### src/hdl/gcmf_pkg.sv
// Shared constants, types and helper functions of the gray cross-mean filter.
`default_nettype none

package gcmf_pkg;

	// Default sizes handed to the top level parameters.
	localparam int DEF_MAX_WIDTH   = 1024;
	localparam int DEF_MAX_HEIGHT  = 4096;
	localparam int DEF_QUEUE_DEPTH = 4;

	// Field and register widths fixed by the interface.
	localparam int PIX_W         = 8;
	localparam int FRAME_WIDTH_W  = 11;
	localparam int FRAME_HEIGHT_W = 13;
	localparam int CFG_DATA_W     = 13;
	localparam int CFG_INDEX_W    = 1;

	// Configuration register indexes.
	localparam logic [CFG_INDEX_W-1:0] CFG_FRAME_WIDTH  = 1'd0;
	localparam logic [CFG_INDEX_W-1:0] CFG_FRAME_HEIGHT = 1'd1;

	// Register values after reset.
	localparam logic [FRAME_WIDTH_W-1:0]  FRAME_WIDTH_RST  = 11'd640;
	localparam logic [FRAME_HEIGHT_W-1:0] FRAME_HEIGHT_RST = 13'd480;

	// Luma weights in thousandths; the weighted sum stays below 2^18.
	localparam int WSUM_W = 18;
	localparam logic [WSUM_W-1:0] GRAY_WR = 18'd299;
	localparam logic [WSUM_W-1:0] GRAY_WG = 18'd587;
	localparam logic [WSUM_W-1:0] GRAY_WB = 18'd114;

	// Division by 1000 as a multiply by ceil(2^28 / 1000) and a shift.
	localparam int GRAY_RECIP_W = 19;
	localparam logic [GRAY_RECIP_W-1:0] GRAY_RECIP = 19'd268436;
	localparam int GRAY_SHIFT = 28;

	// Neighbour sum (up to five bytes) and neighbour count (1 to 5).
	localparam int SUM_W = 11;
	localparam int CNT_W = 3;

	// Division by the count as a multiply by a scaled reciprocal and a shift.
	localparam int DIV_FACTOR_W = 14;
	localparam int DIV_SHIFT    = 13;

	typedef enum logic {
		JOB_PIXEL,
		JOB_DRAIN
	} job_kind_t;

	// Control part of one job passed from the front to the back.
	typedef struct packed {
		job_kind_t kind;
		logic      emit;
		logic      has_up;
		logic      has_left;
		logic      has_right;
		logic      frame_end;
	} job_ctrl_t;

	typedef enum logic [2:0] {
		BK_IDLE,
		BK_RD_CENTRE,
		BK_RD_LEFT,
		BK_RD_RIGHT,
		BK_SUM,
		BK_DIV
	} back_state_t;

	// Scaled reciprocal of the neighbour count: floor(x / n) = (x * f) >> 13
	// holds for every sum up to 1275.
	function automatic logic [DIV_FACTOR_W-1:0] div_factor(input logic [CNT_W-1:0] cnt);
		logic [DIV_FACTOR_W-1:0] f;
		unique case (cnt)
			3'd1:    f = 14'd8192;
			3'd2:    f = 14'd4096;
			3'd3:    f = 14'd2731;
			3'd4:    f = 14'd2048;
			3'd5:    f = 14'd1639;
			default: f = '0;
		endcase
		return f;
	endfunction

endpackage

`default_nettype wire

### src/hdl/gcmf_queue.sv
// Short job queue between the front end and the back end.
`default_nettype none

module gcmf_queue #(
	parameter int DATA_W = 8,
	parameter int DEPTH  = gcmf_pkg::DEF_QUEUE_DEPTH
) (
	input  logic              clk,
	input  logic              arst_n,
	input  logic              push_valid,
	output logic              push_ready,
	input  logic [DATA_W-1:0] push_data,
	output logic              pop_valid,
	input  logic              pop_ready,
	output logic [DATA_W-1:0] pop_data
);

	localparam int PTR_W = $clog2(DEPTH);
	localparam int CNT_W = $clog2(DEPTH + 1);

	logic [DATA_W-1:0] slot_q [DEPTH];
	logic [PTR_W-1:0]  wr_ptr_q;
	logic [PTR_W-1:0]  rd_ptr_q;
	logic [CNT_W-1:0]  count_q;
	logic              push;
	logic              pop;

	assign push_ready = count_q != CNT_W'(DEPTH);
	assign pop_valid  = count_q != '0;
	assign push       = push_valid && push_ready;
	assign pop        = pop_valid && pop_ready;
	assign pop_data   = slot_q[rd_ptr_q];

	// Pointers wrap at the queue depth, which need not be a power of two.
	always_ff @(posedge clk or negedge arst_n) begin
		if (!arst_n) begin
			wr_ptr_q <= '0;
			rd_ptr_q <= '0;
			count_q  <= '0;
		end else begin
			if (push) begin
				wr_ptr_q <= (wr_ptr_q == PTR_W'(DEPTH - 1)) ? '0 : wr_ptr_q + PTR_W'(1);
			end
			if (pop) begin
				rd_ptr_q <= (rd_ptr_q == PTR_W'(DEPTH - 1)) ? '0 : rd_ptr_q + PTR_W'(1);
			end
			if (push && !pop) begin
				count_q <= count_q + CNT_W'(1);
			end else if (pop && !push) begin
				count_q <= count_q - CNT_W'(1);
			end
		end
	end

	// Slot storage.
	always_ff @(posedge clk) begin
		if (push) begin
			slot_q[wr_ptr_q] <= push_data;
		end
	end

endmodule

`default_nettype wire

### config.mk
export PLATFORM = sky130hd
export DESIGN_NAME = gcmf_queue
export DESIGN_NICKNAME = d
export VERILOG_FILES = /design/src/hdl/gcmf_pkg.sv /design/src/hdl/gcmf_queue.sv
export SDC_FILE = /design/constraint.sdc
export NUM_CORES = 1
export LEC_CHECK = 0
export BUFFER_PORTS_ARGS = -buffer_cell sky130_fd_sc_hd__buf_2
export CAP_MARGIN = 10
export CORE_MARGIN = 10
export CORE_UTILIZATION = 50
export CTS_BUF_LIST = sky130_fd_sc_hd__clkbuf_8 sky130_fd_sc_hd__clkbuf_16
export CTS_CLUSTER_SIZE = 28
export DETAILED_ROUTE_END_ITERATION = 10
export PLACE_DENSITY = 0.75
export SETUP_SLACK_MARGIN = 0.15
export SYNTH_ARGS = -nofsm -noshare
export SYNTH_HDL_FRONTEND = slang
export SYNTH_SLANG_ARGS = --single-unit
### constraint.sdc
create_clock -name clk -period 1.7 [get_ports clk]
set_input_delay 0.255 -clock clk [delete_from_list [all_inputs] [get_ports clk]]
set_output_delay 0.255 -clock clk [all_outputs]
set_load 0.005 [all_outputs]
After elaboration in Yosys (flattened, before gate mapping)
Memories as Yosys holds them, arrays and structs flattened.
Cells that the tools add are included.
- memories: 1
- word-level logic and storage cells: 25
- bits in registers: 7
- input bits: 12
- RAM bits: 32
- output and inout bits: 10
- reductions and logical operators: 8
- add/sub/neg operators: 4
- multiplexer cells: 6
- eq/ne operators: 3
- memory list (name ; words ; width ; rd ports ; clocked after memory_dff ; write ports ; line ; source):
    slot_q ; 4 ; 8 ; 1 ; 0 ; 1 ; gcmf_queue.sv:21 ; logic [DATA_W-1:0] slot_q [DEPTH];
- operator list (operator ; count):
    two-way mux 3 bit ; 2
    adder 2 x 1 -> 2 bit (second input constant) ; 2
    equality test 2 bit (second input constant) ; 2
    logical AND 1 bit ; 4
    two-way mux 2 bit ; 2
    adder 3 x 1 -> 3 bit (second input constant) ; 1
    inequality test 3 bit (second input constant) ; 1
    nonzero test 3 bit ; 1
    subtractor 3 x 1 -> 3 bit (second input constant) ; 1
    zero test 1 bit ; 2
    two-way mux 1 bit ; 2
    nonzero test 2 bit ; 1

Longest topological paths before layout
- word-level depth: 6
- depth in mapped cells: 8
- mapped depth without buffers: 8

Worst setup path before layout
No wires, ideal clock.
- kind: register to register
- start: register count_q[2]
- end: register count_q[2]
- arrival time: 1.869 ns
- library setup time: 0.079 ns
- period minus slack after synthesis: 1.948 ns
- stages on the path, launching flop included: 9
- path buffers: 0
- required time: 1.621 ns
- setup slack: -0.248 ns
- cells stage by stage: dfrtp_1 -> or3_4 -> nand2_4 -> ha_1 -> inv_1 -> fa_1 -> xor2_1 -> nor2_1 -> xor2_1
- word-level cells in the longest chain between the ends: 5
- elaborated cells between the ends (all ways): 13
- classes of those cells: add/sub (2); eq/ne (1); mux (2); reduce/logical (8)
- RTL lines (what ; line ; source):
    start: declaration ; gcmf_queue.sv:24 ; logic [CNT_W-1:0] count_q;
    start signal: assignment ; gcmf_queue.sv:48 ; count_q <= count_q + CNT_W'(1);
    start signal: assignment ; gcmf_queue.sv:50 ; count_q <= count_q - CNT_W'(1);
    nonzero test 3 bit * ; gcmf_queue.sv:29 ; assign pop_valid = count_q != '0;
    via pop_valid ; gcmf_queue.sv:13 ; output logic pop_valid,
    logical AND 1 bit * ; gcmf_queue.sv:31 ; assign pop = pop_valid && pop_ready;
    zero test 1 bit ; gcmf_queue.sv:47 ; if (push && !pop) begin
    logical AND 1 bit ; gcmf_queue.sv:47 ;
    two-way mux 3 bit / nonzero test 2 bit (equally long branches) ; n/a ;
Mark *: on every way through the listed nets, which the timed path passes. The rest lies on a longest branch. The select of a mux whose other input is x is not followed.
A chain may end at the register's enable or synchronous reset.

Worst setup path after layout
- start: register count_q[1]
- end: register count_q[2]
- word-level cells in the longest chain between the ends: 5
- elaborated cells between the ends (all ways): 13
- classes of those cells: add/sub (2); eq/ne (1); mux (2); reduce/logical (8)
- RTL lines (what):
    branches (longest 5 deep; another with subtractor 3 x 1 -> 3 bit)
Several ways; the timed one is not identified. The select of a mux whose other input is x is not followed.

==> flow_summary_export.csv <==
group,metric,value,unit
detailed_routing,drt-total-wl,2818,um
synthesis,syn_area,1599,um2
setup_path,crit_fanout,2,
detailed_routing,vias,830,
setup_path,r2r_cells,8,
clocking,cts.path.max_buffers,2,
setup_path,cp-start-kind,"flop",
hold_path,min_path_cells,1,
run,drv_cap,0,
place,io_buffers,21,
hold_path,hold_path.class,"in -> reg",
timing,slew_headroom,0.7225,
global_routing,gr-total-overflow,0,
detailed_routing,met3_length,141,um
global_routing,grt_pass1_vias,898,
setup_path,cp-startpoint,"count_q[1]",
outcome,violations,"setup timing",
clocking,cts_buffers,5,
global_routing,antenna_found_initial,0,
synthesis,ys_warn_count,0,
setup_path,crit_type,"reg -> reg",
pwr,ir_drop,1013,uV
timing,fin_ws,-0.1830,ns
global_routing,grt_max_degree,13,
detailed_routing,ant_nets,0,
die,pin_count,22,
timing,rsz0062_at_grt,"true",
clocking,ctsHtreeMaxLevel,2,
timing,setup_viol,8,
hold_path,holdCritStartpoint,"push_data[5]",
clocking,clk_pin_slew_worst_paths,0.07,ns
die,core_area,3053,um2
final_layout,area_growth,30.52,%
global_routing,grt_pass1_wl,4457,um
die,dieHeight,76.55,um
die,dieArea,5860,um2
timing,fin_skew,0.006016,ns
final_layout,drive_gt1_frac,0.5246,
outcome,status,"finished, violations left",
die,num_rows,20,
detailed_routing,dr.first_iter.drc_count,55,
final_layout,layout.nets,140,
timing,max_freq,0.5311,GHz
detailed_routing,wl_met2,1548,um
final_layout,instances_no_fill,166,
final_layout,final_core_util,0.6836,
synthesis,synth_seq_cells,39,
pwr,powerDensity,1738,nW/um2
timing,worstMarginPinSlew,0.4162,ns
timing,finalHoldViolCount,0,
timing,period_needed,1.883,ns
synthesis,syn_inst,79,
detailed_routing,firstDrtPassIters,4,
final_layout,final_area,2087,um2
clocking,cts_root_buf,"clkbuf_8",
place,hpwl,1991,um
synthesis,ys_seq_area_frac,0.7105,
place,gp_congestion,0.7054,
setup_path,end_kind,"flop",
synthesis,synth_nets,98,
setup_path,worstPathRequired,1.90,ns
detailed_routing,viasPerCell,5.000,
synthesis,synth.avg_cell_area,20.24,um2
detailed_routing,drc,0,
clocking,cts_sinks,39,
detailed_routing,drt-met1-wl,1081,um
place,placedCellCount,154,
pwr,finalPower,3.628,mW
clocking,clkLatencyLatePin,0.29,ns
timing,finalCritPeriodShare,1.108,
final_layout,diodes,0,
clocking,cts_tree,"yes",
die,die_x,76.55,um
detailed_routing,top_layer,"met4",
pwr,leakagePower,0.8114,nW
detailed_routing,wl_per_cell,16.98,um
setup_path,reg2reg_from,"count_q[1]",
global_routing,grt_use_total,0.1042,
die,start_util,0.5238,
setup_path,crit_arrival,2.08,ns
synthesis,ys_types,18,
timing,slew_violations,0,
place,place_area,1922,um2
==> synth_stat cells <==
cell type / n / area [um2]
dfrtp_1: 7 / 175.2
fa_1: 1 / 20.02
mux2_2: 3 / 33.78
edfxtp_1: 32 / 960.9
clkbuf_1: 1 / 3.750
buf_2: 1 / 5.000
xnor2_1: 1 / 8.760
or3_4: 1 / 11.26
mux2_4: 2 / 30.03
xor2_1: 2 / 17.52
inv_1: 3 / 11.26
mux4_2: 8 / 180.2
a21boi_2: 1 / 11.26
ha_1: 6 / 75.07
and2_1: 4 / 25.02
nor2_1: 4 / 15.01
nand2_4: 1 / 11.26
nand2_1: 1 / 3.750
==> cells in the final DEF, fill, tap and decap left out <==
master and instances:
edfxtp_1 32, buf_2 21, buf_4 10, mux4_2 8, dfrtp_1 7, clkbuf_8 6
ha_1 5, buf_12 5, and2_1 4, mux2_4 3, nor2_1 3, inv_1 2
mux2_2 2, xor2_1 2, nor2_4 1, a21boi_4 1, or3_4 1, nand2_4 1
inv_2 1, xnor2_1 1, nand2_1 1, fa_2 1, ha_4 1, clkinv_2 1
bufinv_16 1, dlygate4sd3_1 1
==> stage by stage <==
step,hold WS (ns),setup TNS [ns],setup WS (ns)
6_report,0.1841,-0.4071,-0.1830
2_1_floorplan,-0.04059,-0.3111,-0.1621
3_3_place_gp,0.09638,-0.1657,-0.08289
4_1_cts,0.1772,-0.6272,-0.1883
5_1_grt,0.1814,-1.074,-0.3071
3_5_place_dp,0.1016,-0.2915,-0.1723
==> registers in the layout (all words and copies together) (netlist names) <==
| name | flops |
|---|---|
| rd_ptr_q | 2 |
| slot_q | 32 |
| count_q | 3 |
| wr_ptr_q | 2 |
==> final cells by class <==
type                            instances  area [um2]
Fill cell                             224       965.9
Tap cell                               44       55.05
Timing Repair Buffer                   37       290.3
Multi-Input combinational cell         35       476.7
Inverter                                3       11.26
Clock inverter                          2       35.03
Clock buffer                            6       82.58
Sequential cell                        39        1136
==> worst max-delay path: stages, from the launching register on <==
cell and delay (ns):
dfrtp_1 0.38, or3_4 0.41, nand2_4 0.09, ha_4 0.13, inv_2 0.04, fa_2 0.33
xor2_1 0.15, nor2_1 0.11, xor2_1 0.17
==> layer usage <==
metal	global-route usage	vias up
met5	0	-
met2	0.1794	19
met3	0.04717	4
li1	-	385
met4	0.05019	0
met1	0.1045	422
==> report_power, final <==
part / internal, mW / switching [mW] / leakage (nW)
combinational: 0.844 / 0.586 / 0.375
sequential: 1.29 / 0.135 / 0.375
clock: 0.474 / 0.294 / 0.0612
total: 2.61 / 1.02 / 0.811
==> worst paths after layout <==
check                                to  slack, ns
max                          count_q[2]      -0.18
min                        slot_q[3][5]       0.18
max reg2reg                  count_q[2]      -0.18
min reg2reg                 wr_ptr_q[1]       0.59
max in group asynchronous   wr_ptr_q[0]       1.19
min in group asynchronous    count_q[0]       0.34
==> cells by family after synthesis <==
kind of cell               synth area share
DFF                                  0.7105
muxes                                0.1526
and+or+nand+nor                     0.04146
adders and majority gates           0.05947
buffers and inverters               0.01251
xor gates and xnor gates            0.01643
AOI/OAI and AO/OA                  0.007042
==> timing repair <==
| action | CTS | global route |
|---|---|---|
| endpoints found under the setup margin | 10 | 42 |
| endpoints found under the hold margin | 7 | 0 |
| buffers inserted | 3 | 0 |
| hold buffers | 1 | 0 |
| gates resized for setup | 1 | 2 |
| pin swaps | 2 | 0 |
(Power assumes the default switching activity.)
