## config.mk

```make
export PLATFORM = sky130hd
export DESIGN_NAME = gcmf_front_flat
export DESIGN_NICKNAME = d
export VERILOG_FILES = /design/src/hdl/gcmf_pkg.sv /design/src/hdl/gcmf_pixel_if.sv /design/src/hdl/gcmf_front.sv /design/src/flat_wrapper.sv
export SDC_FILE = /design/constraint.sdc
export NUM_CORES = 1
export LEC_CHECK = 0
export ABC_AREA = 1
export BUFFER_PORTS_ARGS = -buffer_cell sky130_fd_sc_hd__buf_2
export CORE_MARGIN = 4
export CORE_UTILIZATION = 45
export CTS_CLUSTER_DIAMETER = 50
export DETAILED_ROUTE_END_ITERATION = 10
export PLACE_DENSITY = 0.72
export SYNTH_ARGS = -nofsm -noshare
export SYNTH_HDL_FRONTEND = slang
export SYNTH_SLANG_ARGS = --single-unit
```

## constraint.sdc

```tcl
create_clock -name clk -period 6.7 [get_ports clk]
set_input_delay 1.005 -clock clk [delete_from_list [all_inputs] [get_ports clk]]
set_output_delay 1.005 -clock clk [all_outputs]
set_load 0.01 [all_outputs]
```

## src/hdl/gcmf_pkg.sv

```systemverilog
// Shared constants, types and helper functions of the gray cross-mean filter.
`default_nettype none

package gcmf_pkg;

	// Default sizes handed to the top level parameters.
	localparam int DEF_MAX_WIDTH   = 1024;
	localparam int DEF_MAX_HEIGHT  = 4096;
	localparam int DEF_QUEUE_DEPTH = 4;

	// Field and register widths fixed by the interface.
	localparam int PIX_W         = 8;
	localparam int FRAME_WIDTH_W  = 11;
	localparam int FRAME_HEIGHT_W = 13;
	localparam int CFG_DATA_W     = 13;
	localparam int CFG_INDEX_W    = 1;

	// Configuration register indexes.
	localparam logic [CFG_INDEX_W-1:0] CFG_FRAME_WIDTH  = 1'd0;
	localparam logic [CFG_INDEX_W-1:0] CFG_FRAME_HEIGHT = 1'd1;

	// Register values after reset.
	localparam logic [FRAME_WIDTH_W-1:0]  FRAME_WIDTH_RST  = 11'd640;
	localparam logic [FRAME_HEIGHT_W-1:0] FRAME_HEIGHT_RST = 13'd480;

	// Luma weights in thousandths; the weighted sum stays below 2^18.
	localparam int WSUM_W = 18;
	localparam logic [WSUM_W-1:0] GRAY_WR = 18'd299;
	localparam logic [WSUM_W-1:0] GRAY_WG = 18'd587;
	localparam logic [WSUM_W-1:0] GRAY_WB = 18'd114;

	// Division by 1000 as a multiply by ceil(2^28 / 1000) and a shift.
	localparam int GRAY_RECIP_W = 19;
	localparam logic [GRAY_RECIP_W-1:0] GRAY_RECIP = 19'd268436;
	localparam int GRAY_SHIFT = 28;

	// Neighbour sum (up to five bytes) and neighbour count (1 to 5).
	localparam int SUM_W = 11;
	localparam int CNT_W = 3;

	// Division by the count as a multiply by a scaled reciprocal and a shift.
	localparam int DIV_FACTOR_W = 14;
	localparam int DIV_SHIFT    = 13;

	typedef enum logic {
		JOB_PIXEL,
		JOB_DRAIN
	} job_kind_t;

	// Control part of one job passed from the front to the back.
	typedef struct packed {
		job_kind_t kind;
		logic      emit;
		logic      has_up;
		logic      has_left;
		logic      has_right;
		logic      frame_end;
	} job_ctrl_t;

	typedef enum logic [2:0] {
		BK_IDLE,
		BK_RD_CENTRE,
		BK_RD_LEFT,
		BK_RD_RIGHT,
		BK_SUM,
		BK_DIV
	} back_state_t;

	// Scaled reciprocal of the neighbour count: floor(x / n) = (x * f) >> 13
	// holds for every sum up to 1275.
	function automatic logic [DIV_FACTOR_W-1:0] div_factor(input logic [CNT_W-1:0] cnt);
		logic [DIV_FACTOR_W-1:0] f;
		unique case (cnt)
			3'd1:    f = 14'd8192;
			3'd2:    f = 14'd4096;
			3'd3:    f = 14'd2731;
			3'd4:    f = 14'd2048;
			3'd5:    f = 14'd1639;
			default: f = '0;
		endcase
		return f;
	endfunction

endpackage

`default_nettype wire

```

## src/hdl/gcmf_pixel_if.sv

```systemverilog
// Input channel carrying pixel items and drain commands.
`default_nettype none

interface gcmf_pixel_if;
	logic                      valid;
	logic                      ready;
	logic                      command;
	logic [gcmf_pkg::PIX_W-1:0] red;
	logic [gcmf_pkg::PIX_W-1:0] green;
	logic [gcmf_pkg::PIX_W-1:0] blue;

	modport source (output valid, command, red, green, blue, input ready);
	modport sink   (input valid, command, red, green, blue, output ready);
endinterface

`default_nettype wire

```

## src/hdl/gcmf_front.sv

```systemverilog
// Front end: accepts items, tracks frame positions and converts RGB to gray.
`default_nettype none

module gcmf_front #(
	parameter int MAX_WIDTH  = gcmf_pkg::DEF_MAX_WIDTH,
	parameter int MAX_HEIGHT = gcmf_pkg::DEF_MAX_HEIGHT
) (
	input  logic                              clk,
	input  logic                              arst_n,
	gcmf_pixel_if.sink                        pixels,
	input  logic                              cfg_write,
	input  logic [gcmf_pkg::CFG_INDEX_W-1:0]  cfg_index,
	input  logic [gcmf_pkg::CFG_DATA_W-1:0]   cfg_data,
	output logic                              job_valid,
	input  logic                              job_ready,
	output gcmf_pkg::job_ctrl_t               job_ctrl,
	output logic [$clog2(MAX_WIDTH)-1:0]      job_col,
	output logic [gcmf_pkg::PIX_W-1:0]        job_gray
);

	localparam int CW = $clog2(MAX_WIDTH);
	localparam int WW = $clog2(MAX_WIDTH + 1);
	localparam int HW = $clog2(MAX_HEIGHT + 1);
	localparam int PW = gcmf_pkg::WSUM_W + gcmf_pkg::GRAY_RECIP_W;

	logic [gcmf_pkg::FRAME_WIDTH_W-1:0]  frame_width_q;
	logic [gcmf_pkg::FRAME_HEIGHT_W-1:0] frame_height_q;
	logic [HW-1:0] in_row_q;
	logic [CW-1:0] in_col_q;
	logic [CW-1:0] out_col_q;
	logic          drain_pending_q;
	logic          drain_up_q;

	logic          valid_s1;
	gcmf_pkg::job_ctrl_t ctrl_s1;
	logic [CW-1:0] col_s1;
	logic [gcmf_pkg::WSUM_W-1:0] wsum_s1;
	logic          valid_s2;
	gcmf_pkg::job_ctrl_t ctrl_s2;
	logic [CW-1:0] col_s2;
	logic [gcmf_pkg::PIX_W-1:0] gray_s2;

	logic [WW-1:0] w_eff;
	logic [HW-1:0] h_eff;
	logic          adv;
	logic          accept;
	logic          is_drain;
	logic          pos_wrap;
	logic [HW-1:0] r;
	logic [CW-1:0] c;
	logic [WW-1:0] c_next;
	logic [HW-1:0] r_next;
	logic          last_col;
	logic          last_row;
	logic [WW-1:0] d_next;
	logic          drain_live;
	logic          drain_last;
	gcmf_pkg::job_ctrl_t pix_ctrl;
	gcmf_pkg::job_ctrl_t drn_ctrl;
	logic [gcmf_pkg::WSUM_W-1:0] wsum;
	logic [PW-1:0] gray_prod;

	// Registers clamped to the supported frame size.
	always_comb begin
		if (frame_width_q == '0) begin
			w_eff = WW'(1);
		end else if (32'(frame_width_q) > 32'(MAX_WIDTH)) begin
			w_eff = WW'(MAX_WIDTH);
		end else begin
			w_eff = WW'(frame_width_q);
		end
		if (frame_height_q == '0) begin
			h_eff = HW'(1);
		end else if (32'(frame_height_q) > 32'(MAX_HEIGHT)) begin
			h_eff = HW'(MAX_HEIGHT);
		end else begin
			h_eff = HW'(frame_height_q);
		end
	end

	// The front moves whenever its last stage is empty or hands off a job.
	assign adv          = !valid_s2 || job_ready;
	assign pixels.ready = adv;
	assign accept       = pixels.valid && adv;
	assign is_drain     = pixels.command;

	// Position of the incoming pixel and where the raster goes next.
	always_comb begin
		pos_wrap = (WW'(in_col_q) >= w_eff) || (in_row_q >= h_eff);
		r        = pos_wrap ? '0 : in_row_q;
		c        = pos_wrap ? '0 : in_col_q;
		c_next   = WW'(c) + WW'(1);
		r_next   = r + HW'(1);
		last_col = c_next >= w_eff;
		last_row = r_next >= h_eff;

		pix_ctrl.kind      = gcmf_pkg::JOB_PIXEL;
		pix_ctrl.emit      = r != '0;
		pix_ctrl.has_up    = r > HW'(1);
		pix_ctrl.has_left  = c != '0;
		pix_ctrl.has_right = !last_col;
		pix_ctrl.frame_end = 1'b0;
	end

	// A drain flushes one pixel of the pending last row.
	always_comb begin
		d_next     = WW'(out_col_q) + WW'(1);
		drain_live = drain_pending_q && (WW'(out_col_q) < w_eff);
		drain_last = d_next == w_eff;

		drn_ctrl.kind      = gcmf_pkg::JOB_DRAIN;
		drn_ctrl.emit      = 1'b1;
		drn_ctrl.has_up    = drain_up_q;
		drn_ctrl.has_left  = out_col_q != '0;
		drn_ctrl.has_right = d_next < w_eff;
		drn_ctrl.frame_end = drain_last;
	end

	// Weighted sum of the colour bytes.
	assign wsum = gcmf_pkg::GRAY_WR * gcmf_pkg::WSUM_W'(pixels.red)
		+ gcmf_pkg::GRAY_WG * gcmf_pkg::WSUM_W'(pixels.green)
		+ gcmf_pkg::GRAY_WB * gcmf_pkg::WSUM_W'(pixels.blue);

	assign gray_prod = PW'(wsum_s1) * PW'(gcmf_pkg::GRAY_RECIP);

	// Configuration registers and frame position counters.
	always_ff @(posedge clk or negedge arst_n) begin
		if (!arst_n) begin
			frame_width_q   <= gcmf_pkg::FRAME_WIDTH_RST;
			frame_height_q  <= gcmf_pkg::FRAME_HEIGHT_RST;
			in_row_q        <= '0;
			in_col_q        <= '0;
			out_col_q       <= '0;
			drain_pending_q <= 1'b0;
			drain_up_q      <= 1'b0;
		end else if (cfg_write) begin
			if (cfg_index == gcmf_pkg::CFG_FRAME_WIDTH) begin
				frame_width_q <= cfg_data[gcmf_pkg::FRAME_WIDTH_W-1:0];
			end else if (cfg_index == gcmf_pkg::CFG_FRAME_HEIGHT) begin
				frame_height_q <= cfg_data[gcmf_pkg::FRAME_HEIGHT_W-1:0];
			end
			in_row_q        <= '0;
			in_col_q        <= '0;
			out_col_q       <= '0;
			drain_pending_q <= 1'b0;
		end else if (accept && is_drain) begin
			if (!drain_live || drain_last) begin
				drain_pending_q <= 1'b0;
				out_col_q       <= '0;
			end else begin
				out_col_q <= CW'(d_next);
			end
		end else if (accept) begin
			drain_pending_q <= last_col && last_row;
			if (last_col) begin
				in_col_q <= '0;
				in_row_q <= last_row ? '0 : r_next;
				if (last_row) begin
					drain_up_q <= h_eff > HW'(1);
					out_col_q  <= '0;
				end
			end else begin
				in_col_q <= CW'(c_next);
				in_row_q <= r;
			end
		end
	end

	// Valid bits of the two front stages.
	always_ff @(posedge clk or negedge arst_n) begin
		if (!arst_n) begin
			valid_s1 <= 1'b0;
			valid_s2 <= 1'b0;
		end else if (adv) begin
			valid_s1 <= accept && (!is_drain || drain_live);
			valid_s2 <= valid_s1;
		end
	end

	// Stage payloads: weighted sum first, gray value after the reciprocal multiply.
	always_ff @(posedge clk) begin
		if (adv) begin
			ctrl_s1 <= is_drain ? drn_ctrl : pix_ctrl;
			col_s1  <= is_drain ? out_col_q : c;
			wsum_s1 <= wsum;
			ctrl_s2 <= ctrl_s1;
			col_s2  <= col_s1;
			gray_s2 <= gray_prod[gcmf_pkg::GRAY_SHIFT +: gcmf_pkg::PIX_W];
		end
	end

	assign job_valid = valid_s2;
	assign job_ctrl  = ctrl_s2;
	assign job_col   = col_s2;
	assign job_gray  = gray_s2;

endmodule

`default_nettype wire

```

## src/flat_wrapper.sv

```systemverilog
// flat-port wrapper written by rule: the top's interface ports become plain ports
module gcmf_front_flat 
#(
	parameter int MAX_WIDTH  = gcmf_pkg::DEF_MAX_WIDTH,
	parameter int MAX_HEIGHT = gcmf_pkg::DEF_MAX_HEIGHT
)
  (clk, arst_n, cfg_write, cfg_index, cfg_data, job_valid, job_ready, job_ctrl, job_col, job_gray, pixels_valid, pixels_command, pixels_red, pixels_green, pixels_blue, pixels_ready);
  gcmf_pixel_if pixels_i ();
  input  logic clk;
  input  logic arst_n;
  input  logic cfg_write;
  input  logic [gcmf_pkg::CFG_INDEX_W-1:0] cfg_index;
  input  logic [gcmf_pkg::CFG_DATA_W-1:0] cfg_data;
  output logic job_valid;
  input  logic job_ready;
  output gcmf_pkg::job_ctrl_t job_ctrl;
  output logic [$clog2(MAX_WIDTH)-1:0] job_col;
  output logic [gcmf_pkg::PIX_W-1:0] job_gray;
  input wire logic [$bits(pixels_i.valid)-1:0] pixels_valid;
  input wire logic [$bits(pixels_i.command)-1:0] pixels_command;
  input wire logic [$bits(pixels_i.red)-1:0] pixels_red;
  input wire logic [$bits(pixels_i.green)-1:0] pixels_green;
  input wire logic [$bits(pixels_i.blue)-1:0] pixels_blue;
  output wire logic [$bits(pixels_i.ready)-1:0] pixels_ready;
  assign pixels_i.valid = pixels_valid;
  assign pixels_i.command = pixels_command;
  assign pixels_i.red = pixels_red;
  assign pixels_i.green = pixels_green;
  assign pixels_i.blue = pixels_blue;
  assign pixels_ready = pixels_i.ready;
  gcmf_front #(.MAX_WIDTH(MAX_WIDTH), .MAX_HEIGHT(MAX_HEIGHT)) u_core (.clk(clk), .arst_n(arst_n), .pixels(pixels_i), .cfg_write(cfg_write), .cfg_index(cfg_index), .cfg_data(cfg_data), .job_valid(job_valid), .job_ready(job_ready), .job_ctrl(job_ctrl), .job_col(job_col), .job_gray(job_gray));
endmodule
```

Word level (Yosys, flattened, before mapping)
Index checks and enable logic that the tools add are counted.
{"block": "classes", "addsub": 5, "multipliers": 4, "bitwise_logic": 3, "n_lt_le_gt_ge": 10, "n_reduce_logical": 28, "mux": 27, "n_eq_ne": 3}
{"cell": "10-bit two-way mux", "count": 12}
{"cell": "13-bit two-way mux", "count": 8}
{"cell": "18-bit by 17-bit multiplier with 34-bit output, second input constant", "count": 1}
{"cell": "13-bit >= comparator", "count": 2}
{"cell": "13-bit by 1-bit > comparator with 1-bit output, second input constant", "count": 2}
{"cell": "10-bit by 1-bit adder with 11-bit output, second input constant", "count": 2}
{"cell": "11-bit two-way mux", "count": 2}
{"cell": "10-bit nonzero test", "count": 2}
{"cell": "17-bit by 18-bit adder with 18-bit output", "count": 1}
{"cell": "18-bit by 15-bit adder with 18-bit output", "count": 1}
{"cell": "10-bit by 8-bit multiplier with 18-bit output, first input constant", "count": 1}
{"cell": "9-bit by 8-bit multiplier with 17-bit output, first input constant", "count": 1}
{"cell": "6-bit by 8-bit multiplier with 14-bit output, first input constant", "count": 1}
{"cell": "13-bit by 1-bit adder with 13-bit output, second input constant", "count": 1}
{"cell": "13-bit > comparator, second input constant", "count": 1}
{"cell": "13-bit logical NOT", "count": 1}
{"cell": "13-bit nonzero test", "count": 1}
{"cell": "11-bit == test", "count": 1}
{"cell": "10-bit by 11-bit >= comparator with 1-bit output", "count": 1}
{"cell": "11-bit >= comparator", "count": 1}
{"cell": "11-bit > comparator, second input constant", "count": 1}
{"cell": "11-bit logical NOT", "count": 1}
{"cell": "10-bit by 11-bit < comparator with 1-bit output", "count": 1}
{"cell": "11-bit < comparator", "count": 1}
{"cell": "13 further kinds", "count": 33}
{"block": "word_totals", "output_inout_bits": 26, "register_bits": 119}

Logic depth before layout (Yosys ltp)
Gate-level depths: netlist of run 1.
{"block": "logic_depth", "depth_word": 13, "depth_mapped": 37}

Worst setup path before layout of run 1
No wires, ideal clock.
{"block": "synth_timing", "path_kind": "input port to flip-flop", "from": "in pixels_blue[0]", "to": "reg u_core.wsum_s1[14] (netlist name), data pin", "arrival_ns": 5.961, "setup_slack_ns": 0.480, "path_buffers": 0, "setup_time_ns": 0.259, "cell_stages": 25, "cell_sequence": "fa_1 > inv_1 > fa_1 > inv_1 > ha_1 > ha_1 > inv_1 > fa_1 > inv_1 > ha_1 > ha_1 > inv_1 > fa_1 > inv_1 > fa_1 > ha_1 > inv_1 > o21ai_0 > a21oi_1 > o21ai_0 > a21oi_1 > o21ai_0 > nand3_1 > nand2_1 > xor2_1"}
{"block": "synth_between", "elab_chain_len": 2}
{"element": "start: declaration", "line": "flat_wrapper.sv:23", "rtl": "input wire logic [$bits(pixels_i.blue)-1:0] pixels_blue;"}
{"element": "6-bit by 8-bit multiplier with 14-bit output", "line": "gcmf_front.sv:122", "rtl": "+ gcmf_pkg::GRAY_WB * gcmf_pkg::WSUM_W'(pixels.blue);"}
{"element": "18-bit by 15-bit adder with 18-bit output", "line": "gcmf_front.sv:122"}
{"element": "via u_core.wsum (one bit)", "line": "gcmf_front.sv:60", "rtl": "logic [gcmf_pkg::WSUM_W-1:0] wsum;"}
{"element": "end signal: assignment", "line": "gcmf_front.sv:185", "rtl": "wsum_s1 <= wsum;"}
{"element": "end: declaration", "line": "gcmf_front.sv:37", "rtl": "logic [gcmf_pkg::WSUM_W-1:0] wsum_s1;"}
The timed path passes the listed nets, and every way through them passes these cells.
A chain may end at the register's enable or synchronous reset.

Final worst setup path of run 1
Same ends and word-level chain as after synthesis.

==> impl_results.md, run 1 <==
* Top-area cell type share of the netlist area at 0.2664
* Total Routing Usage GR at 0.1941
* Post-synthesis sequential element count at 119
* Share of post-route cells with drive strength above 1 at 0.08681
* Die area at 36600 um^2
* Number of nets at the end of the flow at 2291
* H-tree Lvls at 4
* Core ar. at 32870 um^2
* Number of DRC violations after detailed routing at 0
* Number of buffers between clock root and the deepest sink at 2
* Worst max-slew margin expressed relative to the limit at 0.4419
* Antenna violations before repair at 2
* Count of yosys warnings during synthesis at 0
* Minimum clock period at 6283 ps
* Longest individual stage delay on the worst path at 530 ps
* Number of max-slew violations in the final report at 0
* Post-CTS Setup Bufs at 0
* Total wire length at 33.83 mm
* Number of library cell types mapped by synthesis at 55
* Post-route clock period utilization at 0.9378
* Sink count of the clock tree at 119
* Largest area contributor in the netlist: sky130_fd_sc_hd__ha_1
* Initial DRC Count at 678
* Weighted congestion reported at the end of routability-driven placement at 0.9420
* Syn Inst Count at 1729
* Number of cells upsized or downsized after cts at 0
* Data required time at the worst endpoint at 6860 ps
* Most used DFF post-synth: sky130_fd_sc_hd__edfxtp_1
* Worst-Margin Slew at 837.2 ps
* Post-route cell area at 16580 um^2
* Setup_tns at 0 ps
* Leading post-synthesis cells by instance count: sky130_fd_sc_hd__inv_1 (392), sky130_fd_sc_hd__ha_1 (322), sky130_fd_sc_hd__nand2_1 (290)
* Total of buffers placed on input and output ports at 69
* Maximum number of pins on one net before global-route repair at 62
* Number of vias per cell at 5.109
* Number of enable flip-flop cells after synthesis at 58
* CTS tree: built
* Inserted Clock Buffers at 17
* Category of the worst setup path capture point: register
* Die height at 191.3 um
* Post-detailed-route wirelength per cell at 14.95 um
* Synthesized Nets at 2213
* Sequential area share after synthesis at 0.2166
* Setup Viol. Count Final at 0
* Worst setup SP type: input port
* Non-filler instance count after layout at 2263
* Iteration count of the initial detailed-routing pass at 5
* Outcome: finished, final reports clean
* Post-synthesis to final-layout area growth at 9.622%
* Clock tree root driver cell: sky130_fd_sc_hd__clkbuf_16
* Cell area after synthesis at 15120 um^2
* Timing-limited maximum frequency at 159.2 MHz
* Starting Density at 0.4601
* Worst Path Class, Setup: in2reg
* Cell row count at 66
* Met3 track demand over resource at 0.03031
* Synth area leaders: sky130_fd_sc_hd__ha_1 (27%), sky130_fd_sc_hd__fa_1 (16%), sky130_fd_sc_hd__edfxtp_1 (12%)
* First-pass GRT wire length at 57.34 mm
* Most Crowded Layer GR: met2
* Count of max-cap constraint violations at 0
* Classification of the worst-slack hold path: reg2reg
* Gr ovfl total at 0
* Via count at 11560
* Die Wd at 191.3 um
* CTS Hold Bufs at 0
* Ports at 70
* Most frequent cell on the critical path: sky130_fd_sc_hd__inv_1
* Final core utilization at 0.5044
* Async set-or-reset flop fraction in the synthesized netlist at 0.5126
* Post-route clock skew at 14.09 ps
* Post-route antenna net violation count at 0
* Met1 usage at 0.2720
* Worst Path Arrival at 6450 ps
* RSZ-0062 raised after global routing: false
* Number of global-route vias before repair at 11850
* Inst Count DP at 2230
* Highest net fanout along the worst path at 4
* Synthesized area divided by synthesized cell count at 8.746 um^2
* GRT met2 Usage at 0.3157
* Clock network latency to the later pin of the worst-skew pair at 420 ps
* Final-report hold violation count at 0
* Most common cell in the netlist: sky130_fd_sc_hd__inv_1
* HPWL after detailed placement at 28.27 mm
* Reg clk slew, reported paths at 60 ps
* Max stage delay cell, worst path: sky130_fd_sc_hd__fa_1
* Standard cell area after detailed placement at 15980 um^2
## state kept, by name, indices dropped and copies added (netlist names)
| signal | cells |
|---|---|
| u_core.col_s1 | 10 |
| u_core.in_col_q | 10 |
| u_core.job_col | 10 |
| u_core.in_row_q | 13 |
| u_core.drain_up_q | 1 |
| u_core.job_gray | 8 |
| u_core.valid_s1 | 1 |
| u_core.frame_height_q | 13 |
| u_core.drain_pending_q | 1 |
| u_core.job_ctrl | 6 |
| u_core.job_valid | 1 |
| u_core.ctrl_s1 | 6 |
| u_core.out_col_q | 10 |
| u_core.frame_width_q | 11 |
| u_core.wsum_s1 | 18 |
## kinds of logic after synthesis
group           after synthesis  synth area share
fa+ha+maj                   440            0.4226
simple gates                489            0.1470
mux                           1         0.0007446
buf+inv                     413            0.1043
flops                       119            0.2166
xor+xnor                     44           0.02598
compound gates              223           0.08274
## routing by layer
metal	routed length, um	up-vias
met4	650	2
met5	7	-
met3	1717	49
met2	15380	293
met1	16070	5435
li1	-	5783
## final timing paths
path | slack [ps] | cells after the start | from | to
max in group asynchronous | 5370 | 2 | arst_n | u_core.frame_height_q[1]$_DFFE_PN0P_
hold reg to reg | 410 | 0 | u_core.col_s1[1]$_DFFE_PN_ | u_core.job_col[1]$_DFFE_PN_
hold / removal | 410 | 0 | u_core.col_s1[1]$_DFFE_PN_ | u_core.job_col[1]$_DFFE_PN_
setup reg to reg | 830 | 31 | u_core.frame_width_q[5]$_DFFE_PN0P_ | u_core.out_col_q[2]$_DFFE_PN0P_
min in group asynchronous | 770 | 2 | arst_n | u_core.in_col_q[1]$_DFFE_PN0P_
setup / recovery | 420 | 26 | pixels_blue[0] | u_core.wsum_s1[14]$_DFFE_PN_
## critical path, delay by kind of cell
family,cells,cell delay [ps]
xor+xnor,1,150
simple gates,2,160
buf+inv,8,550
compound gates,5,810
fa+ha+maj,10,3780
## through the flow
stage	hold WS [ps]	setup WS (ps)
3_5_place_dp	404.5	16.83
4_1_cts	410.6	450.6
6_report	413.7	416.7
3_3_place_gp	403.9	128.8
2_1_floorplan	400.3	479.8
5_1_grt	423.3	86.14
## cells in the final DEF (no fill, tap or decap), drive strengths merged, types with 6 or more instances in the layout
cell and n:
o211ai 7, edfxtp 58, dfrtp 55, xor2 35, nand3 49, o21ai 83
fa 118, clkbuf 17, nor3 20, xnor2 9, a21oi 88, ha 322
nand2 296, dfstp 6, inv 403, buf 75, nor2 82, o22ai 14
nand4 29, clkinv 6, nor4 8
## cell type report
cell class              count  area, um^2
diodes                      1       2.502
clock buffers              17       425.4
clock inverters            15       167.7
fillers                  3109       16290
inverters                 397        1493
multi-input cells        1197       10270
flip-flops and latches    119        3276
well taps                 442       553.0
repair buffers             75       390.4
Power of run 1 is not shown: default switching activity piles up to over one toggle a cycle in this logic, so the estimate is an artifact.
==> inputs of run 2 (changes only) <==
--- a/config.mk
+++ b/config.mk
@@ -5,13 +5,14 @@
 export SDC_FILE = /design/constraint.sdc
 export NUM_CORES = 1
 export LEC_CHECK = 0
-export ABC_AREA = 1
+export ABC_AREA = 0
 export BUFFER_PORTS_ARGS = -buffer_cell sky130_fd_sc_hd__buf_2
 export CORE_MARGIN = 4
 export CORE_UTILIZATION = 45
 export CTS_CLUSTER_DIAMETER = 50
+export CTS_CLUSTER_SIZE = 10
 export DETAILED_ROUTE_END_ITERATION = 10
-export PLACE_DENSITY = 0.72
+export PLACE_DENSITY = 0.73
 export SYNTH_ARGS = -nofsm -noshare
 export SYNTH_HDL_FRONTEND = slang
 export SYNTH_SLANG_ARGS = --single-unit
==> run 2 against run 1 <==
Net effect: wire length shrank 9.3%; non-clock buffer count grew 15; highest routed layer is now met4; synthesized area shrank 6.6%; design area shrank 5.8%; worst setup slack lost 160 ps; critical path depth shrank 3; hold slack gained 6.8 ps; count of clock-buffer cells in the layout is the same; die area shrank 6.3%.
==> impl_results.md, run 2 <==
* Standard cell area after detailed placement at 15020 um^2 (-6.0%)
* Async set-or-reset flop fraction in the synthesized netlist at 0.5126 (unchanged)
* Reg clk slew, reported paths at 60 ps (about the same)
* Cell area after synthesis at 14130 um^2 (-6.6%)
* Highest net fanout along the worst path at 4 (unchanged)
* Syn Inst Count at 1404 (-19%)
* Data required time at the worst endpoint at 6860 ps (about the same)
* Worst-Margin Slew at 1043 ps (+205.7 ps)
* Synthesized area divided by synthesized cell count at 10.06 um^2 (+15%)
* Setup Viol. Count Final at 0 (unchanged)
* Commonest non-fill, non-tap cells in the layout: sky130_fd_sc_hd__ha_1 (322), sky130_fd_sc_hd__inv_1 (285), sky130_fd_sc_hd__fa_1 (118), sky130_fd_sc_hd__nand2_1 (79), sky130_fd_sc_hd__buf_2 (69)
* Worst Path Class, Setup: in2reg
* Setup_tns at 0 ps (unchanged)
* Number of nets at the end of the flow at 1975 (-14%)
* Inserted Clock Buffers at 17 (unchanged)
* Cell row count at 64 (-3.0%)
* Total Routing Usage GR at 0.1907 (-0.003423)
* Sink count of the clock tree at 119 (unchanged)
* Crit path from: pixels_blue[0]
* Total wire length at 30.67 mm (-9.3%)
* Largest area contributor in the netlist: sky130_fd_sc_hd__ha_1
* Post-CTS Setup Bufs at 0 (unchanged)
* Number of cells upsized or downsized after cts at 0 (unchanged)
* Number of vias per cell at 5.324 (+4.2%)
* Iteration count of the initial detailed-routing pass at 5 (unchanged)
* Most common cell after layout, fill and taps aside: sky130_fd_sc_hd__ha_1
* Ports at 70 (unchanged)
* Post-route clock period utilization at 0.9623 (+0.02444)
* Via count at 10120 (-13%)
* Number of buffers between clock root and the deepest sink at 2 (unchanged)
* Number of global-route vias before repair at 10860 (-8.3%)
* Most common cell in the netlist: sky130_fd_sc_hd__ha_1
* Antenna violations before repair at 0 (-2)
* ANT cells at 0 (-1)
* Synthesized Nets at 1888 (-15%)
* Worst setup SP type: input port
* Clock network latency to the later pin of the worst-skew pair at 430 ps (about the same)
* Timing-limited maximum frequency at 155.1 MHz (-2.5%)
* Die Wd at 185.2 um (-3.2%)
* Die area at 34290 um^2 (-6.3%)
* CTS Hold Bufs at 0 (unchanged)
* Most used DFF post-synth: sky130_fd_sc_hd__edfxtp_1
* Weighted congestion reported at the end of routability-driven placement at 0.9042 (-4.0%)
* Initial DRC Count at 783 (+15%)
* Post-synthesis sequential element count at 119 (unchanged)
* Maximum number of pins on one net before global-route repair at 62 (unchanged)
* Worst r2r src: u_core.frame_height_q[1]$_DFFE_PN0P_
* HPWL after detailed placement at 25.37 mm (-10%)
* Post-route cell area at 15610 um^2 (-5.8%)
* Gr ovfl total at 0 (unchanged)
* Die height at 185.2 um (-3.2%)
* Worst Path Arrival at 6610 ps (+160 ps)
* Sequential area share after synthesis at 0.2319 (+0.01525)
* First-pass GRT wire length at 53.05 mm (-7.5%)
* Post-route antenna net violation count at 0 (unchanged)
* Minimum clock period at 6447 ps (+163.8 ps)
* Post-detailed-route wirelength per cell at 16.14 um (+8.0%)
* Inst Count DP at 1868 (-16%)
* Number of max-slew violations in the final report at 0 (unchanged)
* Number of enable flip-flop cells after synthesis at 58 (unchanged)
* Number of library cell types mapped by synthesis at 59 (+7.3%)
* Count of yosys warnings during synthesis at 0 (unchanged)
* Total of buffers placed on input and output ports at 69 (unchanged)
* Number of flip-flops under the largest register name at 18 (unchanged)
* Non-filler instance count after layout at 1900 (-16%)
* Register name with the most flops: u_core.wsum_s1
* Leading post-synthesis cells by instance count: sky130_fd_sc_hd__ha_1 (322), sky130_fd_sc_hd__inv_1 (285), sky130_fd_sc_hd__fa_1 (118)
* Share of post-route cells with drive strength above 1 at 0.1084 (+0.02156)
* Clock tree root driver cell: sky130_fd_sc_hd__clkbuf_16
* Count of max-cap constraint violations at 0 (unchanged)
* Top-area cell type share of the netlist area at 0.2852 (+0.01876)
* Final hold slack at 420.6 ps (+6.809 ps)
* Worst min-delay path startpoint: u_core.ctrl_s1[4]$_SDFFCE_PP1N_
* Classification of the worst-slack hold path: reg2reg
* CTS tree: built
* Largest registers ranked by flip-flop count: u_core.wsum_s1 (18), u_core.frame_height_q (13), u_core.in_row_q (13)
* H-tree Lvls at 4 (unchanged)
* Category of the worst setup path capture point: register
* Synth area leaders: sky130_fd_sc_hd__ha_1 (29%), sky130_fd_sc_hd__fa_1 (17%), sky130_fd_sc_hd__edfxtp_1 (12%)
* Final-report hold violation count at 0 (unchanged)
* Worst max-slew margin expressed relative to the limit at 0.2994 (-0.1425)
* Core ar. at 30750 um^2 (-6.4%)
* Post-synthesis to final-layout area growth at 10.48%
* Starting Density at 0.4594 (-0.0006716)
* Post-route clock skew at 17.69 ps (+3.598 ps)
* Outcome: finished, final reports clean
* Number of DRC violations after detailed routing at 0 (unchanged)
-- run 2: cell types whose count changed after synthesis, moves of 14 or more --
cell and change:
sky130_fd_sc_hd__xnor2_1 +30, sky130_fd_sc_hd__o21ai_0 -30, sky130_fd_sc_hd__a21o_1 +15, sky130_fd_sc_hd__a22o_1 +14, sky130_fd_sc_hd__nand3_1 -15, sky130_fd_sc_hd__nand2_1 -210
sky130_fd_sc_hd__nand4_1 -20, sky130_fd_sc_hd__inv_1 -107, sky130_fd_sc_hd__mux2_2 +22, sky130_fd_sc_hd__xor2_1 -21, sky130_fd_sc_hd__a21oi_1 -36
-- run 2: final timing paths --
kind	to	slack, ps	cells past startpoint
worst max-delay path	u_core.wsum_s1[16]$_DFFE_PN_	250	23
worst min-delay path	u_core.job_ctrl[4]$_DFFE_PN_	420	0
worst max register to register	u_core.in_row_q[1]$_DFFE_PN0P_	420	27
worst min register to register	u_core.job_ctrl[4]$_DFFE_PN_	420	0
max in group asynchronous	u_core.in_col_q[6]$_DFFE_PN0P_	5400	2
min in group asynchronous	u_core.frame_height_q[4]$_DFFE_PN0P_	750	2
-- run 2: logic make-up (layout without fill, tap and decap cells) --
group,Yosys count,after routing,synth area share
adders and majority gates,440,440,0.4524
muxes,23,23,0.01833
DFF,119,119,0.2319
xor gates and xnor gates,52,52,0.03224
AOI/OAI and AO/OA,198,198,0.09273
buffers and inverters,307,407,0.08316
and+or+nand+nor,265,265,0.08928
-- run 2: worst max-delay path, cell delays in order --
cell and delay (ps):
sky130_fd_sc_hd__buf_2 120, sky130_fd_sc_hd__fa_1 540, sky130_fd_sc_hd__inv_1 50, sky130_fd_sc_hd__fa_1 470
sky130_fd_sc_hd__inv_1 40, sky130_fd_sc_hd__ha_1 270, sky130_fd_sc_hd__ha_1 160, sky130_fd_sc_hd__inv_1 60
sky130_fd_sc_hd__fa_1 410, sky130_fd_sc_hd__xnor2_1 180, sky130_fd_sc_hd__ha_1 260, sky130_fd_sc_hd__fa_1 510
sky130_fd_sc_hd__inv_1 50, sky130_fd_sc_hd__fa_1 470, sky130_fd_sc_hd__inv_1 50, sky130_fd_sc_hd__fa_1 470
sky130_fd_sc_hd__ha_1 350, sky130_fd_sc_hd__a21o_1 170, sky130_fd_sc_hd__a31oi_1 290, sky130_fd_sc_hd__o2111ai_1 220
sky130_fd_sc_hd__a31oi_1 210, sky130_fd_sc_hd__o21bai_1 90, sky130_fd_sc_hd__xor2_1 140
-- run 2: per-stage QoR --
| step | utilization | setup WS (ps) |
|---|---|---|
| after floorplan | - | 288.3 |
| after global placement | 0.4886 | -44.60 |
| after detailed placement | 0.4886 | -153.3 |
| after CTS | 0.5074 | 274.5 |
| after global routing | 0.5076 | -3.869 |
| final | 0.5076 | 252.9 |
-- run 2: routing by layer --
layer	vias to the layer above	GRT usage	wire length [um]
met5	-	0	0
met4	0	0.06518	668
met3	52	0.03024	1401
met2	220	0.3090	14610
met1	4929	0.2619	13990
li1	4914	-	-
-- run 2: area by class of cell --
class                           instances  area [um^2]
Tap cell                              396        495.5
Sequential cell                       119         3276
Multi-Input combinational cell        978         9683
Clock buffer                           17        425.4
Inverter                              285         1070
Fill cell                            2767        15140
Timing Repair Buffer                   90        503.0
Clock inverter                         15        155.1
Power of run 2 is left out for the same reason.
==> inputs of run 3 (changes only) <==
--- a/config.mk
+++ b/config.mk
@@ -5,14 +5,14 @@
 export SDC_FILE = /design/constraint.sdc
 export NUM_CORES = 1
 export LEC_CHECK = 0
-export ABC_AREA = 0
+export ABC_AREA = 1
 export BUFFER_PORTS_ARGS = -buffer_cell sky130_fd_sc_hd__buf_2
 export CORE_MARGIN = 4
 export CORE_UTILIZATION = 45
 export CTS_CLUSTER_DIAMETER = 50
 export CTS_CLUSTER_SIZE = 10
 export DETAILED_ROUTE_END_ITERATION = 10
-export PLACE_DENSITY = 0.73
+export PLACE_DENSITY = 0.75
 export SYNTH_ARGS = -nofsm -noshare
 export SYNTH_HDL_FRONTEND = slang
 export SYNTH_SLANG_ARGS = --single-unit
==> constraint.sdc (replaced) <==
create_clock -name clk -period 5.4 [get_ports clk]
set_input_delay 0.81 -clock clk [delete_from_list [all_inputs] [get_ports clk]]
set_output_delay 0.81 -clock clk [all_outputs]
set_load 0.01 [all_outputs]
==> run 3 against run 2 <==
Net effect: the run now ends with setup timing left; first-iteration DRC count is 5.0% higher; design area is 12% higher; non-clock buffer count increased by 54.
==> impl_results.md, run 3 (same netlist as run 1, synthesis figures left out) <==
* Die Wd at 191.3 um (+3.3%)
* H-tree Lvls at 4 (unchanged)
* Sink count of the clock tree at 119 (unchanged)
* Maximum number of pins on one net before global-route repair at 62 (unchanged)
* Outcome: complete, but fails checks
* Largest delay share family, worst path: adder cells
* Final-report hold violation count at 0 (unchanged)
* Number of DRC violations after detailed routing at 0 (unchanged)
* RSZ-0062 raised after global routing: true
* Most frequent cell on the critical path: sky130_fd_sc_hd__inv_2
* Commonest non-fill, non-tap cells in the layout: sky130_fd_sc_hd__inv_1 (382), sky130_fd_sc_hd__ha_1 (307), sky130_fd_sc_hd__nand2_1 (283), sky130_fd_sc_hd__fa_1 (114), sky130_fd_sc_hd__a21oi_1 (73)
* Number of global-route vias before repair at 12220 (+13%)
* Die area at 36600 um^2 (+6.7%)
* Timing-limited maximum frequency at 171.1 MHz
* Via count at 12010 (+19%)
* Final core utilization at 0.5333 (+0.02574)
* Initial DRC Count at 822 (+5.0%)
* Highest net fanout along the worst path at 4 (unchanged)
* Clock network latency to the later pin of the worst-skew pair at 430 ps (about the same)
* Number of flip-flops under the largest register name at 18 (unchanged)
* ANT cells at 0 (unchanged)
* Register name with the most flops: u_core.wsum_s1
* Setup Viol. Count Final at 10 (+10)
* Number of vias per cell at 5.151 (-3.3%)
* Number of buffers and inverters on the critical path at 7 (+1)
* Core ar. at 32870 um^2 (+6.9%)
* Violated checks: setup timing
* Total wire length at 36.43 mm (+19%)
* Post-route clock skew at 19.94 ps (+2.250 ps)
* Antenna violations before repair at 1 (+1)
* Post-synthesis to final-layout area growth at 15.91%
* Standard cell area after detailed placement at 16480 um^2 (+9.7%)
* Post-route antenna net violation count at 0 (unchanged)
* Largest registers ranked by flip-flop count: u_core.wsum_s1 (18), u_core.frame_height_q (13), u_core.in_row_q (13)
* Iteration count of the initial detailed-routing pass at 5 (unchanged)
* Max stage delay cell, worst path: sky130_fd_sc_hd__fa_1
* Worst setup SP type: input port
* CTS tree: built
* Worst Path Class, Setup: in2reg
* Worst max-slew margin expressed relative to the limit at 0.4403 (+0.1410)
* Data required time at the worst endpoint at 5570 ps (-1290 ps)
* Category of the worst setup path capture point: register
* Inserted Clock Buffers at 17 (unchanged)
* Total Routing Usage GR at 0.2032 (+0.01249)
* Number of max-slew violations in the final report at 0 (unchanged)
* Number of nets at the end of the flow at 2360 (+19%)
* Reg clk slew, reported paths at 60 ps (about the same)
* Post-route clock period utilization at 1.082
* Clock tree root driver cell: sky130_fd_sc_hd__clkbuf_16
* Critical-path cell list: buf_8, fa_1, inv_1, fa_1, inv_2, ha_4, ha_4, inv_2, fa_2, xnor2_2, ha_1, fa_1, inv_2, fa_2, inv_2, fa_2, ha_4, inv_4, nor3_2, nand3_1, o2111ai_4, a21oi_2, xor2_1
* Worst Path Arrival at 6010 ps (-600 ps)
* Count of max-cap constraint violations at 0 (unchanged)
* Starting Density at 0.4601 (+0.0006716)
* Die height at 191.3 um (+3.3%)
* Longest individual stage delay on the worst path at 540 ps (about the same)
* Worst-Margin Slew at 839.5 ps (-203.4 ps)
* Cell row count at 66 (+3.1%)
* Ports at 70 (unchanged)
* Minimum clock period at 5844 ps
* HPWL after detailed placement at 29.23 mm (+15%)
* Total of buffers placed on input and output ports at 69 (unchanged)
* Share of post-route cells with drive strength above 1 at 0.1535 (+0.04514)
* Post-route cell area at 17530 um^2 (+12%)
* First-pass GRT wire length at 60.29 mm (+14%)
* Post-detailed-route wirelength per cell at 15.63 um (-3.2%)
* Post-place setup slack at -868.3 ps (-715.0 ps)
* Final hold slack at 417.7 ps (-2.837 ps)
* Classification of the worst-slack hold path: reg2reg
* Weighted congestion reported at the end of routability-driven placement at 0.9317 (+3.0%)
* Gr ovfl total at 0 (unchanged)
* Number of buffers between clock root and the deepest sink at 2 (unchanged)
* Worst path setup slack after routing at -444.3 ps (-697.2 ps)
* Most common cell after layout, fill and taps aside: sky130_fd_sc_hd__inv_1
run 3: cell types whose count changed in the layout (fill, tap and decap cells not counted), moves of 23 or more:
cell                      before  now
sky130_fd_sc_hd__a21oi_1      50   73
sky130_fd_sc_hd__buf_4        21   70
sky130_fd_sc_hd__o21ai_0      42   65
sky130_fd_sc_hd__inv_1       285  382
sky130_fd_sc_hd__nand2_1      79  283
sky130_fd_sc_hd__xnor2_1      38    6
run 3: through the flow:
stage               cells  setup TNS [ps]
detailed placement   2290           -7729
finish               2331           -2790
floorplan            1729           -3477
global route         2331           -4076
global placement     2290           -6899
CTS                  2324           -2359
run 3: final timing paths:
kind	depth (start not counted)	from	endpoint	slack [ps]
worst max-delay path	23	pixels_blue[0]	u_core.wsum_s1[15]$_DFFE_PN_	-440
worst min-delay path	0	u_core.ctrl_s1[4]$_SDFFCE_PP1N_	u_core.job_ctrl[4]$_DFFE_PN_	420
worst max register to register	34	u_core.frame_width_q[1]$_DFFE_PN0P_	u_core.out_col_q[0]$_DFFE_PN0P_	410
worst min register to register	0	u_core.ctrl_s1[4]$_SDFFCE_PP1N_	u_core.job_ctrl[4]$_DFFE_PN_	420
max in group asynchronous	2	arst_n	u_core.frame_height_q[1]$_DFFE_PN0P_	4270
min in group asynchronous	2	arst_n	u_core.in_col_q[4]$_DFFE_PN0P_	560
run 3: area by class of cell:
cell class	count	area [um^2]
Tap cell	442	553.0
Sequential cell	119	3276
Timing Repair Buffer	144	967.2
Multi-Input combinational cell	1197	10650
Fill cell	2994	15340
Clock buffer	17	425.4
Inverter	397	1504
Clock inverter	15	153.9
run 3: what timing repair did:
item                                    4_1_cts  5_1_grt
gates resized for setup                      19       58
cloned                                        0        0
hold buffers                                  0        0
setup buffers                                 2        7
pin swaps                                    17       17
endpoints found under the setup margin        9       45
endpoints found under the hold margin         0        0
run 3: per-layer routing:
layer	global-route usage	wire length, um	up-vias
met5	0	13	-
met4	0.05856	794	2
met3	0.02557	1644	64
met2	0.3300	16850	317
met1	0.2862	17120	5717
li1	-	-	5906
run 3: worst reg2reg max path: cells and delay by family (launching register included):
family,cells,cell delay [ps]
compound gates,3,340
flops,1,400
buf+inv,3,380
fa+ha+maj,3,710
simple gates,25,3030
Power of run 3 is left out for the same reason.
